File: src/sv/i2cm_pkg.sv
// Shared types and command codes for the I2C master bit engine.
package i2cm_pkg;

    localparam logic [2:0] FUNC_TICK  = 3'd0;
    localparam logic [2:0] FUNC_START = 3'd1;
    localparam logic [2:0] FUNC_STOP  = 3'd2;
    localparam logic [2:0] FUNC_WRITE = 3'd3;
    localparam logic [2:0] FUNC_READ  = 3'd4;
    localparam logic [2:0] FUNC_ACK   = 3'd5;
    localparam logic [2:0] FUNC_NACK  = 3'd6;
    localparam logic [2:0] FUNC_WAIT  = 3'd7;

    localparam int                QUEUE_DEPTH = 2;
    localparam int                PTR_W       = $clog2(QUEUE_DEPTH);
    localparam int                CNT_W       = $clog2(QUEUE_DEPTH + 1);
    localparam logic [9:0]        LIMIT_RESET = 10'd255;

    typedef struct packed {
        logic       is_cmd;
        logic [2:0] func;
        logic [7:0] tx_byte;
        logic       sda_in;
    } item_t;

endpackage

File: src/sv/i2cm_front.sv
// Front end: accepts input transactions and classifies them for the queue.
module i2cm_front
    import i2cm_pkg::*;
(
    input  logic       in_valid,
    output logic       in_stall,
    input  logic [2:0] func,
    input  logic [7:0] tx_byte,
    input  logic       sda_in,
    input  logic       q_full,
    output logic       push,
    output item_t      push_item
);

    assign in_stall = q_full;
    assign push     = in_valid && !q_full;

    always_comb
    begin
        push_item.is_cmd  = (func != FUNC_TICK);
        push_item.func    = func;
        push_item.tx_byte = tx_byte;
        push_item.sda_in  = sda_in;
    end

endmodule

File: src/sv/i2cm_queue.sv
// Short queue between the front end and the bit sequencer.
module i2cm_queue
    import i2cm_pkg::*;
(
    input  logic  clk,
    input  logic  rst_n,
    input  logic  push,
    input  item_t push_item,
    input  logic  pop,
    output logic  full,
    output logic  not_empty,
    output item_t head
);

    item_t            mem [QUEUE_DEPTH];
    logic [PTR_W-1:0] wr_ptr_reg;
    logic [PTR_W-1:0] rd_ptr_reg;
    logic [CNT_W-1:0] count_reg;

    assign full      = (count_reg == CNT_W'(QUEUE_DEPTH));
    assign not_empty = (count_reg != '0);
    assign head      = mem[rd_ptr_reg];

    function automatic logic [PTR_W-1:0] ptr_inc(input logic [PTR_W-1:0] p);
        ptr_inc = (p == PTR_W'(QUEUE_DEPTH - 1)) ? '0 : p + 1'b1;
    endfunction

    always_ff @(posedge clk)
    begin
        if (push)
        begin
            mem[wr_ptr_reg] <= push_item;
        end
    end

    always_ff @(posedge clk or negedge rst_n)
    begin
        if (!rst_n)
        begin
            wr_ptr_reg <= '0;
            rd_ptr_reg <= '0;
            count_reg  <= '0;
        end
        else
        begin
            if (push)
            begin
                wr_ptr_reg <= ptr_inc(wr_ptr_reg);
            end
            if (pop)
            begin
                rd_ptr_reg <= ptr_inc(rd_ptr_reg);
            end
            if (push && !pop)
            begin
                count_reg <= count_reg + 1'b1;
            end
            else if (pop && !push)
            begin
                count_reg <= count_reg - 1'b1;
            end
        end
    end

endmodule

File: src/sv/i2cm_back.sv
// Bit sequencer: runs the SCL/SDA phase pattern and registers each result.
module i2cm_back
    import i2cm_pkg::*;
(
    input  logic       clk,
    input  logic       rst_n,
    input  logic       cfg_wr_en,
    input  logic [9:0] cfg_wr_data,
    input  logic       q_not_empty,
    input  item_t      q_head,
    output logic       pop,
    output logic       out_valid,
    input  logic       out_stall,
    output logic       scl_level,
    output logic       sda_level,
    output logic       busy_res,
    output logic       done_res,
    output logic [7:0] rx_byte,
    output logic       ack_failed
);

    typedef enum logic [2:0] {
        ST_IDLE  = 3'd0,
        ST_START = 3'd1,
        ST_STOP  = 3'd2,
        ST_WRITE = 3'd3,
        ST_READ  = 3'd4,
        ST_ACK   = 3'd5,
        ST_NACK  = 3'd6,
        ST_WAIT  = 3'd7
    } state_t;

    state_t     state_reg, state_next;
    logic [4:0] phase_reg, phase_next;
    logic [3:0] bitc_reg, bitc_next;
    logic [7:0] shifter_reg, shifter_next;
    logic [9:0] timeout_reg, timeout_next;
    logic [9:0] limit_reg;
    logic       scl_reg, scl_next;
    logic       sda_reg, sda_next;
    logic       fail_reg, fail_next;
    logic [7:0] rx_reg, rx_next;
    logic       done_next;
    logic       out_valid_reg, out_valid_next;
    logic       busy_out_reg;
    logic       done_out_reg;

    // A result slot is free when empty or being taken this cycle.
    assign pop = q_not_empty && (!out_valid_reg || !out_stall);

    always_comb
    begin
        state_next   = state_reg;
        phase_next   = phase_reg;
        bitc_next    = bitc_reg;
        shifter_next = shifter_reg;
        timeout_next = timeout_reg;
        scl_next     = scl_reg;
        sda_next     = sda_reg;
        fail_next    = fail_reg;
        rx_next      = rx_reg;
        done_next    = 1'b0;

        unique case (state_reg) inside
            ST_IDLE:
            begin
                if (q_head.is_cmd)
                begin
                    state_next = state_t'(q_head.func);
                    phase_next = 5'd1;
                    bitc_next  = 4'd0;
                    unique case (q_head.func) inside
                        FUNC_START:
                        begin
                            scl_next = 1'b0;
                            sda_next = 1'b1;
                        end
                        FUNC_STOP:
                        begin
                            scl_next = 1'b0;
                            sda_next = 1'b0;
                        end
                        FUNC_WRITE:
                        begin
                            scl_next     = 1'b0;
                            sda_next     = q_head.tx_byte[7];
                            shifter_next = {q_head.tx_byte[6:0], 1'b0};
                            bitc_next    = 4'd1;
                        end
                        FUNC_READ:
                        begin
                            scl_next     = 1'b0;
                            shifter_next = '0;
                        end
                        FUNC_ACK, FUNC_NACK:
                        begin
                            scl_next = 1'b0;
                        end
                        default:
                        begin
                            sda_next     = 1'b1;
                            timeout_next = '0;
                        end
                    endcase
                end
            end
            ST_START:
            begin
                phase_next = phase_reg + 1'b1;
                if (phase_reg == 5'd1)
                begin
                    scl_next = 1'b1;
                end
                else if (phase_reg == 5'd2)
                begin
                    sda_next = 1'b0;
                end
                else
                begin
                    scl_next   = 1'b0;
                    state_next = ST_IDLE;
                    phase_next = '0;
                    done_next  = 1'b1;
                end
            end
            ST_STOP:
            begin
                phase_next = phase_reg + 1'b1;
                if (phase_reg == 5'd1)
                begin
                    scl_next = 1'b1;
                end
                else if (phase_reg == 5'd2)
                begin
                    sda_next = 1'b1;
                end
                else
                begin
                    state_next = ST_IDLE;
                    phase_next = '0;
                    done_next  = 1'b1;
                end
            end
            ST_WRITE:
            begin
                phase_next = phase_reg + 1'b1;
                if (phase_reg >= 5'd16)
                begin
                    scl_next   = 1'b0;
                    state_next = ST_IDLE;
                    phase_next = '0;
                    done_next  = 1'b1;
                end
                else if (phase_reg[0])
                begin
                    scl_next = 1'b1;
                end
                else
                begin
                    scl_next     = 1'b0;
                    sda_next     = shifter_reg[7];
                    shifter_next = {shifter_reg[6:0], 1'b0};
                    bitc_next    = bitc_reg + 1'b1;
                end
            end
            ST_READ:
            begin
                phase_next = phase_reg + 1'b1;
                if (phase_reg >= 5'd16)
                begin
                    rx_next    = shifter_reg;
                    state_next = ST_IDLE;
                    phase_next = '0;
                    done_next  = 1'b1;
                end
                else if (phase_reg[0])
                begin
                    scl_next     = 1'b1;
                    shifter_next = {shifter_reg[6:0], q_head.sda_in};
                    bitc_next    = bitc_reg + 1'b1;
                end
                else
                begin
                    scl_next = 1'b0;
                end
            end
            ST_ACK, ST_NACK:
            begin
                phase_next = phase_reg + 1'b1;
                if (phase_reg == 5'd1)
                begin
                    sda_next = (state_reg == ST_NACK);
                end
                else if (phase_reg == 5'd2)
                begin
                    scl_next = 1'b1;
                end
                else
                begin
                    scl_next   = 1'b0;
                    state_next = ST_IDLE;
                    phase_next = '0;
                    done_next  = 1'b1;
                end
            end
            ST_WAIT:
            begin
                phase_next = phase_reg + 1'b1;
                if (phase_reg == 5'd1)
                begin
                    scl_next = 1'b1;
                end
                else if (phase_reg == 5'd2)
                begin
                    if (!q_head.sda_in)
                    begin
                        scl_next   = 1'b0;
                        fail_next  = 1'b0;
                        state_next = ST_IDLE;
                        phase_next = '0;
                        done_next  = 1'b1;
                    end
                    else if (timeout_reg >= limit_reg)
                    begin
                        // Timed out: fall into the stop sequence.
                        scl_next = 1'b0;
                        sda_next = 1'b0;
                    end
                    else
                    begin
                        timeout_next = timeout_reg + 1'b1;
                        phase_next   = phase_reg;
                    end
                end
                else if (phase_reg == 5'd3)
                begin
                    scl_next = 1'b1;
                end
                else if (phase_reg == 5'd4)
                begin
                    sda_next = 1'b1;
                end
                else
                begin
                    fail_next  = 1'b1;
                    state_next = ST_IDLE;
                    phase_next = '0;
                    done_next  = 1'b1;
                end
            end
        endcase
    end

    always_comb
    begin
        if (pop)
        begin
            out_valid_next = 1'b1;
        end
        else if (out_stall)
        begin
            out_valid_next = out_valid_reg;
        end
        else
        begin
            out_valid_next = 1'b0;
        end
    end

    always_ff @(posedge clk or negedge rst_n)
    begin
        if (!rst_n)
        begin
            state_reg     <= ST_IDLE;
            phase_reg     <= '0;
            bitc_reg      <= '0;
            shifter_reg   <= '0;
            timeout_reg   <= '0;
            limit_reg     <= LIMIT_RESET;
            scl_reg       <= 1'b1;
            sda_reg       <= 1'b1;
            fail_reg      <= 1'b0;
            rx_reg        <= '0;
            out_valid_reg <= 1'b0;
            busy_out_reg  <= 1'b0;
            done_out_reg  <= 1'b0;
        end
        else
        begin
            out_valid_reg <= out_valid_next;
            if (cfg_wr_en)
            begin
                limit_reg <= cfg_wr_data;
            end
            if (pop)
            begin
                state_reg    <= state_next;
                phase_reg    <= phase_next;
                bitc_reg     <= bitc_next;
                shifter_reg  <= shifter_next;
                timeout_reg  <= timeout_next;
                scl_reg      <= scl_next;
                sda_reg      <= sda_next;
                fail_reg     <= fail_next;
                rx_reg       <= rx_next;
                busy_out_reg <= (state_next != ST_IDLE);
                done_out_reg <= done_next;
            end
        end
    end

    assign out_valid  = out_valid_reg;
    assign scl_level  = scl_reg;
    assign sda_level  = sda_reg;
    assign busy_res   = busy_out_reg;
    assign done_res   = done_out_reg;
    assign rx_byte    = rx_reg;
    assign ack_failed = fail_reg;

endmodule

File: src/sv/i2c_master_bit_engine.sv
// I2C master bit engine: takes one transaction per clock while in_stall is low, each a
// command or a line-phase tick, and returns one result transaction for each, showing the
// SCL/SDA levels, busy, done, the last received byte and the ack failure flag. The sustained
// rate is one transaction per cycle while out_stall is low, set by the bit sequencer, which
// performs one phase update per transaction. An accepted input waits in the queue until the
// sequencer takes it and registers its result. A two-entry queue lets the input side accept
// two more transactions while a result is held by a stalled consumer before it stalls in
// turn. The ack timeout limit resets to 255 and is written through the configuration port
// while the engine is idle; the user must keep to this, as the block does not enforce it.
module i2c_master_bit_engine
    import i2cm_pkg::*;
(
    input  logic       clk,
    input  logic       rst_n,
    input  logic       cfg_wr_en,
    input  logic [9:0] cfg_wr_data,
    input  logic       in_valid,
    output logic       in_stall,
    input  logic [2:0] func,
    input  logic [7:0] tx_byte,
    input  logic       sda_in,
    output logic       out_valid,
    input  logic       out_stall,
    output logic       scl_level,
    output logic       sda_level,
    output logic       busy_res,
    output logic       done_res,
    output logic [7:0] rx_byte,
    output logic       ack_failed
);

    logic  push;
    item_t push_item;
    logic  q_full;
    logic  q_not_empty;
    logic  pop;
    item_t q_head;

    i2cm_front u_front (
        .in_valid  (in_valid),
        .in_stall  (in_stall),
        .func      (func),
        .tx_byte   (tx_byte),
        .sda_in    (sda_in),
        .q_full    (q_full),
        .push      (push),
        .push_item (push_item)
    );

    i2cm_queue u_queue (
        .clk       (clk),
        .rst_n     (rst_n),
        .push      (push),
        .push_item (push_item),
        .pop       (pop),
        .full      (q_full),
        .not_empty (q_not_empty),
        .head      (q_head)
    );

    i2cm_back u_back (
        .clk         (clk),
        .rst_n       (rst_n),
        .cfg_wr_en   (cfg_wr_en),
        .cfg_wr_data (cfg_wr_data),
        .q_not_empty (q_not_empty),
        .q_head      (q_head),
        .pop         (pop),
        .out_valid   (out_valid),
        .out_stall   (out_stall),
        .scl_level   (scl_level),
        .sda_level   (sda_level),
        .busy_res    (busy_res),
        .done_res    (done_res),
        .rx_byte     (rx_byte),
        .ack_failed  (ack_failed)
    );

endmodule

File: config.mk
export PLATFORM = sky130hd
export DESIGN_NAME = i2c_master_bit_engine
export DESIGN_NICKNAME = d
export VERILOG_FILES = /design/src/sv/i2cm_pkg.sv /design/src/sv/i2cm_front.sv /design/src/sv/i2cm_queue.sv /design/src/sv/i2cm_back.sv /design/src/sv/i2c_master_bit_engine.sv
export SDC_FILE = /design/constraint.sdc
export NUM_CORES = 1
export LEC_CHECK = 0
export BUFFER_PORTS_ARGS = -buffer_cell sky130_fd_sc_hd__buf_4
export CORE_MARGIN = 2
export CORE_UTILIZATION = 25
export CTS_CLUSTER_SIZE = 10
export DETAILED_ROUTE_END_ITERATION = 6
export PLACE_DENSITY = 0.41
export REMOVE_ABC_BUFFERS = 1
export SLEW_MARGIN = 20
export SYNTH_ARGS = -nofsm -noshare
export SYNTH_HDL_FRONTEND = slang
export SYNTH_HIERARCHICAL = 1
export SYNTH_SLANG_ARGS = --single-unit
File: constraint.sdc
create_clock -name clk -period 6.6 [get_ports clk]
set_input_delay 0.33 -clock clk [delete_from_list [all_inputs] [get_ports clk]]
set_output_delay 0.33 -clock clk [all_outputs]
set_load 0.05 [all_outputs]
-- Word-level counts from Yosys, hierarchy flattened
Memory sizes are Yosys's and may differ from the RTL's.
Cells that the tools add are included.
- eq/ne operators: 49
- divide/modulo/power cells: 0
- shift operators: 0
- bitwise gates (word level): 1
- muxes and demuxes: 87
- reductions and logical operators: 30
- order comparisons: 2
- $mul: 0
- $add $sub $neg: 6
- operators with widths (cell ; number):
    $mux 10 ; 6
    $mux 5 ; 10
    $mux 1 ; 46
    $mux 8 ; 5
    $ne 2x2->1 const B ; 14
    $mux 3 ; 9
    $pmux 8 s3 ; 1
    $eq 3x3->1 const B ; 7
    $pmux 10 s2 ; 1
    $pmux 5 s4 ; 1
    $ne 2x1->1 const B ; 9
    $pmux 8 s2 ; 1
    $reduce_and 16->1 ; 1
    $reduce_and 8->1 ; 2
    $eq 3x2->1 const B ; 4
    $pmux 3 s4 ; 1
    $add 10x1->10 const B ; 1
    $eq 5x2->1 const B ; 2
    $ge 10x10->1 ; 1
    $ne 3x2->1 const B ; 3
    $ne 3x3->1 const B ; 3
    $reduce_and 9->1 ; 1
    $reduce_bool 3->1 ; 3
    $pmux 1 s7 ; 1
    other kinds (27) ; 42
- output and inout port bits: 15
- RAM bits: 26
- bits in latches: 0
- bits in registers: 54
- memories kept: 1
- memory bits (read-only): 0
- input bits: 27
- memories (memory ; words ; bits a word ; rd ports ; clocked after memory_dff ; write ports ; RTL line ; source):
    u_queue.mem ; 2 ; 13 ; 1 ; 0 ; 1 ; i2cm_queue.sv:15 ; item_t mem [QUEUE_DEPTH];

-- Depth between registers and ports, before layout
Gate-level depths: netlist of the first run.
- depth after elaboration: 7
- gate-level depth with buffers: 9

-- By module
Netlist of the first run, hierarchy kept.
- modules (own cells, without submodules) (module ; area each (um^2) ; sequential area each (um^2) ; cells an instance ; times used):
    i2cm_back ; 3245.6 ; 1263.7 ; 363 ; 1
    i2cm_queue ; 1127.3 ; 880.8 ; 56 ; 1
    i2cm_front ; 110.1 ; 0.0 ; 15 ; 1

-- Worst setup path after synthesis of the first run
Ideal clock, no wire load.
- kind: flip-flop to flip-flop
- from: reg u_back.phase_reg[0]
- to: reg u_back.phase_reg[2]
- required time: 6.478 ns
- slack: 4.229 ns
- arrival time: 2.249 ns
- cell stages (with the launch flop): 10
- setup time: 0.122 ns
- cells stage by stage: dfrtp_1 inv_1 ha_1 buf_2 a211oi_2 a2111oi_2 nor2b_1 or3_1 a211o_1 a32o_1
- cells in the longest elaborated chain, start to end: 6
- elaborated cells between the ends (all ways): 18
- those cells by class: add/sub (1); order compare (1); eq/ne (5); mux (10); reduce/logical (1)
- RTL lines (element ; RTL line ; source):
    from (decl) ; i2cm_back.sv:34 ; logic [4:0] phase_reg, phase_next;
    from (signal assigned) ; i2cm_back.sv:298 ; phase_reg <= phase_next;
    $add 5x1->5 / $eq 5x3->1 (equally long branches) ; -- ;
    $mux 5 (on tied branches) ; i2cm_back.sv:239, i2cm_back.sv:223 ;
    $mux 5 (on tied branches) ; i2cm_back.sv:235, i2cm_back.sv:215 ;
    $mux 5 ; i2cm_back.sv:213 ; else if (phase_reg == 5'd2)
    $mux 5 ; i2cm_back.sv:209 ; if (phase_reg == 5'd1)
    $pmux 5 s4 ; i2cm_back.sv:64 ; unique case (state_reg) inside
Parallel ways exist; a longest one is shown, timed or not. The select of a mux whose other input is x is not followed.
A chain may end at the register's enable or synchronous reset.

-- Worst setup path in the final report of the first run
- from: reg u_back.phase_reg[0]
- to: reg u_back.phase_reg[3]
Same word-level chain as after synthesis.

==> results.tsv, run 1 <==
metric	value	unit
outcome	complete, no violations	
clk_pin_slew_worst_paths	60	ps
grt_pass1_vias	3168	
die_area	19000	µm²
die_height	138	µm
final_common_cell	nand2_1	
drv_slew	0	
cts_root_buf	clkbuf_16	
post_cts_buffers	0	
power.density	420	nW/µm²
diodes	0	
antenna_found_initial	0	
globalRouteTotalUtil	11.8	%
ff2ff_path_depth	8	
post-route-drc-count	0	
synthesis.area	4480	µm²
setup_viol	0	
rsz0062_at_grt	no	
synthToLayoutAreaGrowth	15.6	%
drt_iter0_drc	180	
final_cell_mix	nand2_1 (48), buf_4 (44), dfrtp_1 (44), mux2_2 (31), o21ai_0 (30)	
drv_cap	0	
synth-seq-area-share	47.8	%
synth_warnings	6	
cts_buffer_depth	2	
wirelength	10300	µm
fin_skew	6.35	ps
arrival	3220	ps
h-tree-depth	3	
vias_per_cell	4.78	
synth-edff-count	26	
grt_pass1_wl	17000	µm
design.portCount	42	
cts_sinks	80	
finalSetupTns	0	ps
hp-class	in -> async	
coreArea	17400	µm²
r2r_end	u_back/phase_reg[3]	
holdWs	33.9	ps
hold_viol_final	0	
synth-seq-cells	80	
final_nets	495	
largest_register_ff_count	26	
start_util	25.7	%
fmax	338	MHz
num_rows	48	
cts_buffers	9	
cts_resized	0	
period_minus_slack	2960	ps
ant_nets	0	
grt_overflow	0	
end_kind	flop	
path_class	reg -> reg	
worst_slew_pin_slew	803	ps
cts_tree	built	
syn_area_per_cell	10.3	µm²
drive_above_1_share	26.3	%
grt_max_degree	55	
clock_latency	340	ps
startpoint_type	flop	
yosys_most_used_dff	dfrtp_1	
timing.final.crit_share	44.8	%
async_flop_share	67.5	%
die_w	138	µm
ir_worst_vdd	0.202	mV
vias	3262	
power.leakage	2.15	nW
wire_per_inst	15.2	µm
gp_congestion	0.791	
dpl.hpwl	7240	µm
regToRegStartpoint	u_back/phase_reg[0]	
hold_buffers	0	
dr.pass1.iters	4	
critPathMaxFanout	11	
n_fill_cell	1834	
ys_types	63	
endpoint	u_back/phase_reg[3]	
ff2ff_setup_slack	3640	ps
final_util	29.8	%
slew_headroom	46.4	%
port_buffers	41	
critPathLaunch	u_back/phase_reg[0]	
syn-instance-count	434	
required	6860	ps
[critical path, cell delays in order (launching register included)]
cell       delay (ps)
dfrtp_1           510
inv_1             190
ha_1              380
nand2b_1          220
a2111oi_2         520
nor2b_1           370
nor3_1            150
or3_1             360
o221ai_1          160
[layout make-up]
class                           instances  area [µm²]  area share [%]
Tap cell                              225         282            5.43
Clock buffer                           12         267            5.14
Inverter                               18        67.6            1.30
Clock inverter                          4        50.0           0.966
Timing Repair Buffer                   44         330            6.37
Multi-Input combinational cell        299        2040            39.4
Sequential cell                        80        2140            41.4
[Yosys cell counts (3+ instances only)]
master	count	area (µm²)
buf_2	6	30.0
or3_1	10	62.6
nor2_1	21	78.8
buf_6	3	33.8
inv_1	17	63.8
a211o_1	4	35.0
nand2_1	48	180
dfrtp_1	44	1100
nand2b_1	5	31.3
mux2_2	31	349
and2_1	3	18.8
a211oi_1	5	37.5
nand4_1	5	31.3
clkbuf_1	10	37.5
a31oi_1	7	43.8
or2_2	5	31.3
edfxtp_1	26	781
xor2_1	4	35.0
a2111oi_0	3	26.3
a21oi_1	22	110
dfstp_2	10	263
o21ai_0	30	150
nor2b_1	6	37.5
and3_1	5	31.3
nand3_1	9	45.0
xnor2_1	5	43.8
buf_4	16	120
ha_1	16	200
o31ai_1	5	37.5
nor3_1	9	45.0
[kinds of logic after synthesis]
kind of cell    Yosys count  share of synthesized area [%]
fa+ha+maj                16                           4.47
compound gates          103                           15.4
xor+xnor                  9                           1.76
buf+inv                  55                           6.61
simple gates            139                           15.9
mux                      32                           8.01
flops                    80                           47.8
[where the power goes]
| group | switching, mW | total, mW | internal [mW] |
|---|---|---|---|
| clock network | 0.199 | 0.524 | 0.324 |
| registers | 0.131 | 0.772 | 0.641 |
| logic | 0.518 | 0.879 | 0.360 |
| total | 0.849 | 2.17 | 1.33 |
[stage by stage]
step,cell area [µm²],setup WS [ps],power (mW),instances
3_3_place_gp,4870,3710,1.66,666
4_1_cts,5180,3640,2.20,682
2_1_floorplan,4250,4050,1.39,397
3_5_place_dp,4870,3670,1.66,666
5_1_grt,5180,3420,2.33,682
6_report,5180,3640,2.17,682
[how the worst min path moves through the flow]
stage,start,endpoint,depth (start not counted)
after global placement,rst_n,u_back/rx_byte[6],1
after CTS,rst_n,u_back/rx_byte[5],1
final,rst_n,u_back/rx_byte[5],1
after floorplan,rst_n,u_back/ack_failed,0
after global routing,rst_n,u_back/rx_byte[6],1
after detailed placement,rst_n,u_back/rx_byte[5],1
[metal layers]
metal	global-route usage, %	wire length (µm)	vias to the layer above
met5	0	0	-
met4	4.02	157	0
met3	2.89	374	12
met2	17.5	4500	60
met1	16.6	5320	1581
li1	-	-	1609
(Power assumes the default switching activity.)
==> run 2, diff against run 1 <==
PLACE_DENSITY = 0.43   (was 0.41)
clock period = 2.6 ns   (was 6.6 ns; I/O delays follow)
==> run 2 against run 1 <==
Against the previous run:
- critical path depth unchanged
- sequential cell count unchanged
- first-iteration DRC count increased by 14%
- routed wire length is 2.9% higher
- largest cell class unchanged
- global-route usage increased by 0.25 points
- total power grew to 2.7 times the previous value
- worst setup slack lost 3500 ps
- largest power group unchanged
- register-to-register slack worse by 3500 ps
==> results.tsv, run 2 (synthesized netlist as in run 1, its figures left out) <==
metric	value	unit	change
final_common_cell	buf_4		
cts_root_buf	clkbuf_16		
worst_slew_pin_slew	728	ps	-74.8 ps
clk_pin_slew_worst_paths	60	ps	about the same
grt_max_degree	55		unchanged
cts_buffers	9		unchanged
drive_above_1_share	29.5	%	+3.3 points
required	2830	ps	-4030 ps
end_kind	flop		
period_minus_slack	2510	ps	-452 ps
path_cells	inv_1, ha_2, a211oi_2, a2111oi_2, nor2b_2, or3_1, a211o_1, a32o_1		
drv_cap	0		unchanged
critPathLaunch	u_back/phase_reg[0]		
drv_slew	0		unchanged
post-route-drc-count	0		unchanged
grt_pass1_vias	3362		+6.1%
final_cell_mix	buf_4 (65), nand2_1 (48), dfrtp_1 (42), mux2_2 (31), o21ai_0 (30)		
path_class	reg -> reg		
multiInputGateArea	2080	µm²	+1.8%
die_height	138	µm	unchanged
fin_skew	9.81	ps	+3.47 ps
globalRouteTotalUtil	12.0	%	+0.25 points
grt_overflow	0		unchanged
diodes	0		unchanged
num_rows	48		unchanged
cts_tree	built		
seqCellArea	2150	µm²	+0.12%
power.density	1040	nW/µm²	+150%
drt_iter0_drc	206		+14%
start_util	25.7	%	unchanged
stdcell_area	5580	µm²	+7.6%
ir_worst_vdd	0.496	mV	+150%
crit_path_max_incr_delay	460	ps	-60 ps
pre_cts_ws	68.6	ps	-3600 ps
wire_per_inst	14.7	µm	-3.0%
holdWs	8.39	ps	-25.5 ps
hp-class	in -> reg		
final_nets	536		+8.3%
post_cts_buffers	0		unchanged
setup_viol	0		unchanged
design.portCount	42		unchanged
ant_nets	0		unchanged
clock_latency	340	ps	about the same
gp_congestion	0.838		+5.9%
placed_cell_area	5020	µm²	+3.2%
regToRegStartpoint	u_back/phase_reg[0]		
dpl.hpwl	7550	µm	+4.4%
rsz0062_at_grt	no		
startpoint_type	flop		
cts_sinks	80		unchanged
critical_path.top_delay_family	compound AO/OA/AOI/OAI gates		
largest_register_ff_count	26		unchanged
port_buffers	41		unchanged
dr.pass1.iters	4		unchanged
coreArea	17400	µm²	unchanged
timing.final.crit_share	96.5	%	+52 points
die_w	138	µm	unchanged
vias_per_cell	4.67		-2.3%
fmax	399	MHz	+18%
critPathMaxFanout	7		-4
finalSetupTns	0	ps	unchanged
arrival	2730	ps	-490 ps
outcome	complete, no violations		
crit_buf_inv	1		unchanged
slew_headroom	51.4	%	+5.0 points
worstHoldStart	cfg_wr_data[1]		
setup_slack	91.6	ps	-3550 ps
cts_buffer_depth	2		unchanged
antenna_found_initial	0		unchanged
die_area	19000	µm²	unchanged
wirelength	10600	µm	+2.9%
finalPower	5.81	mW	+170%
power.leakage	2.32	nW	+8.2%
n_fill_cell	1781		-2.9%
h-tree-depth	3		unchanged
grt_pass1_wl	17600	µm	+3.4%
cpMaxStageDelayCell	or3_1		
vias	3379		+3.6%
synthToLayoutAreaGrowth	24.4	%	
hold_viol_final	0		unchanged
run 2: final cells by class:
class / instances / area share (%)
sequential: 80 / 38.5
timing repair buffer: 85 / 12.3
inverter: 18 / 1.21
clock buffer: 11 / 4.17
clock inverter: 5 / 1.44
tap: 225 / 5.05
multi-input combinational: 299 / 37.3
run 2: metal layers:
| layer | vias up | track usage [%] | share of wire (%) |
|---|---|---|---|
| met3 | 14 | 2.81 | 4.2 |
| li1 | 1684 | - | - |
| met4 | 0 | 3.74 | 1.4 |
| met5 | - | 0 | 0 |
| met1 | 1613 | 16.9 | 51 |
| met2 | 68 | 18.3 | 43 |
run 2: worst paths after layout:
kind                       slack [ps]  cells after the start              endpoint
min reg2reg                       480                      1  u_queue/count_reg[1]
min in group asynchronous         390                      2     u_back/rx_byte[2]
max                                90                      8   u_back/phase_reg[2]
min                                 8                      3   u_back/limit_reg[1]
max in group asynchronous        1690                      2    u_queue/rd_ptr_reg
max reg2reg                        90                      8   u_back/phase_reg[2]
run 2: timing repair:
item	CTS	global route
hold buffers	20	0
hold endpoints to repair	75	0
endpoints found under the setup margin	0	11
resized for setup	0	11
run 2: stage by stage:
step	cells	util (%)
after global routing	723	32.0
after CTS	723	31.8
after global placement	687	28.8
after detailed placement	687	28.8
after floorplan	397	-
final	723	32.0
run 2: report_power, final:
group	internal (mW)	total [mW]	switching, mW
registers	1.63	1.91	0.281
clock network	0.842	1.35	0.513
logic	1.11	2.54	1.44
run 2: worst register-to-register path, cell delays in order (launching register included):
cell	delay, ps
dfrtp_2	420
inv_1	140
ha_2	260
a211oi_2	280
a2111oi_2	110
nor2b_2	190
or3_1	460
a211o_1	320
a32o_1	200
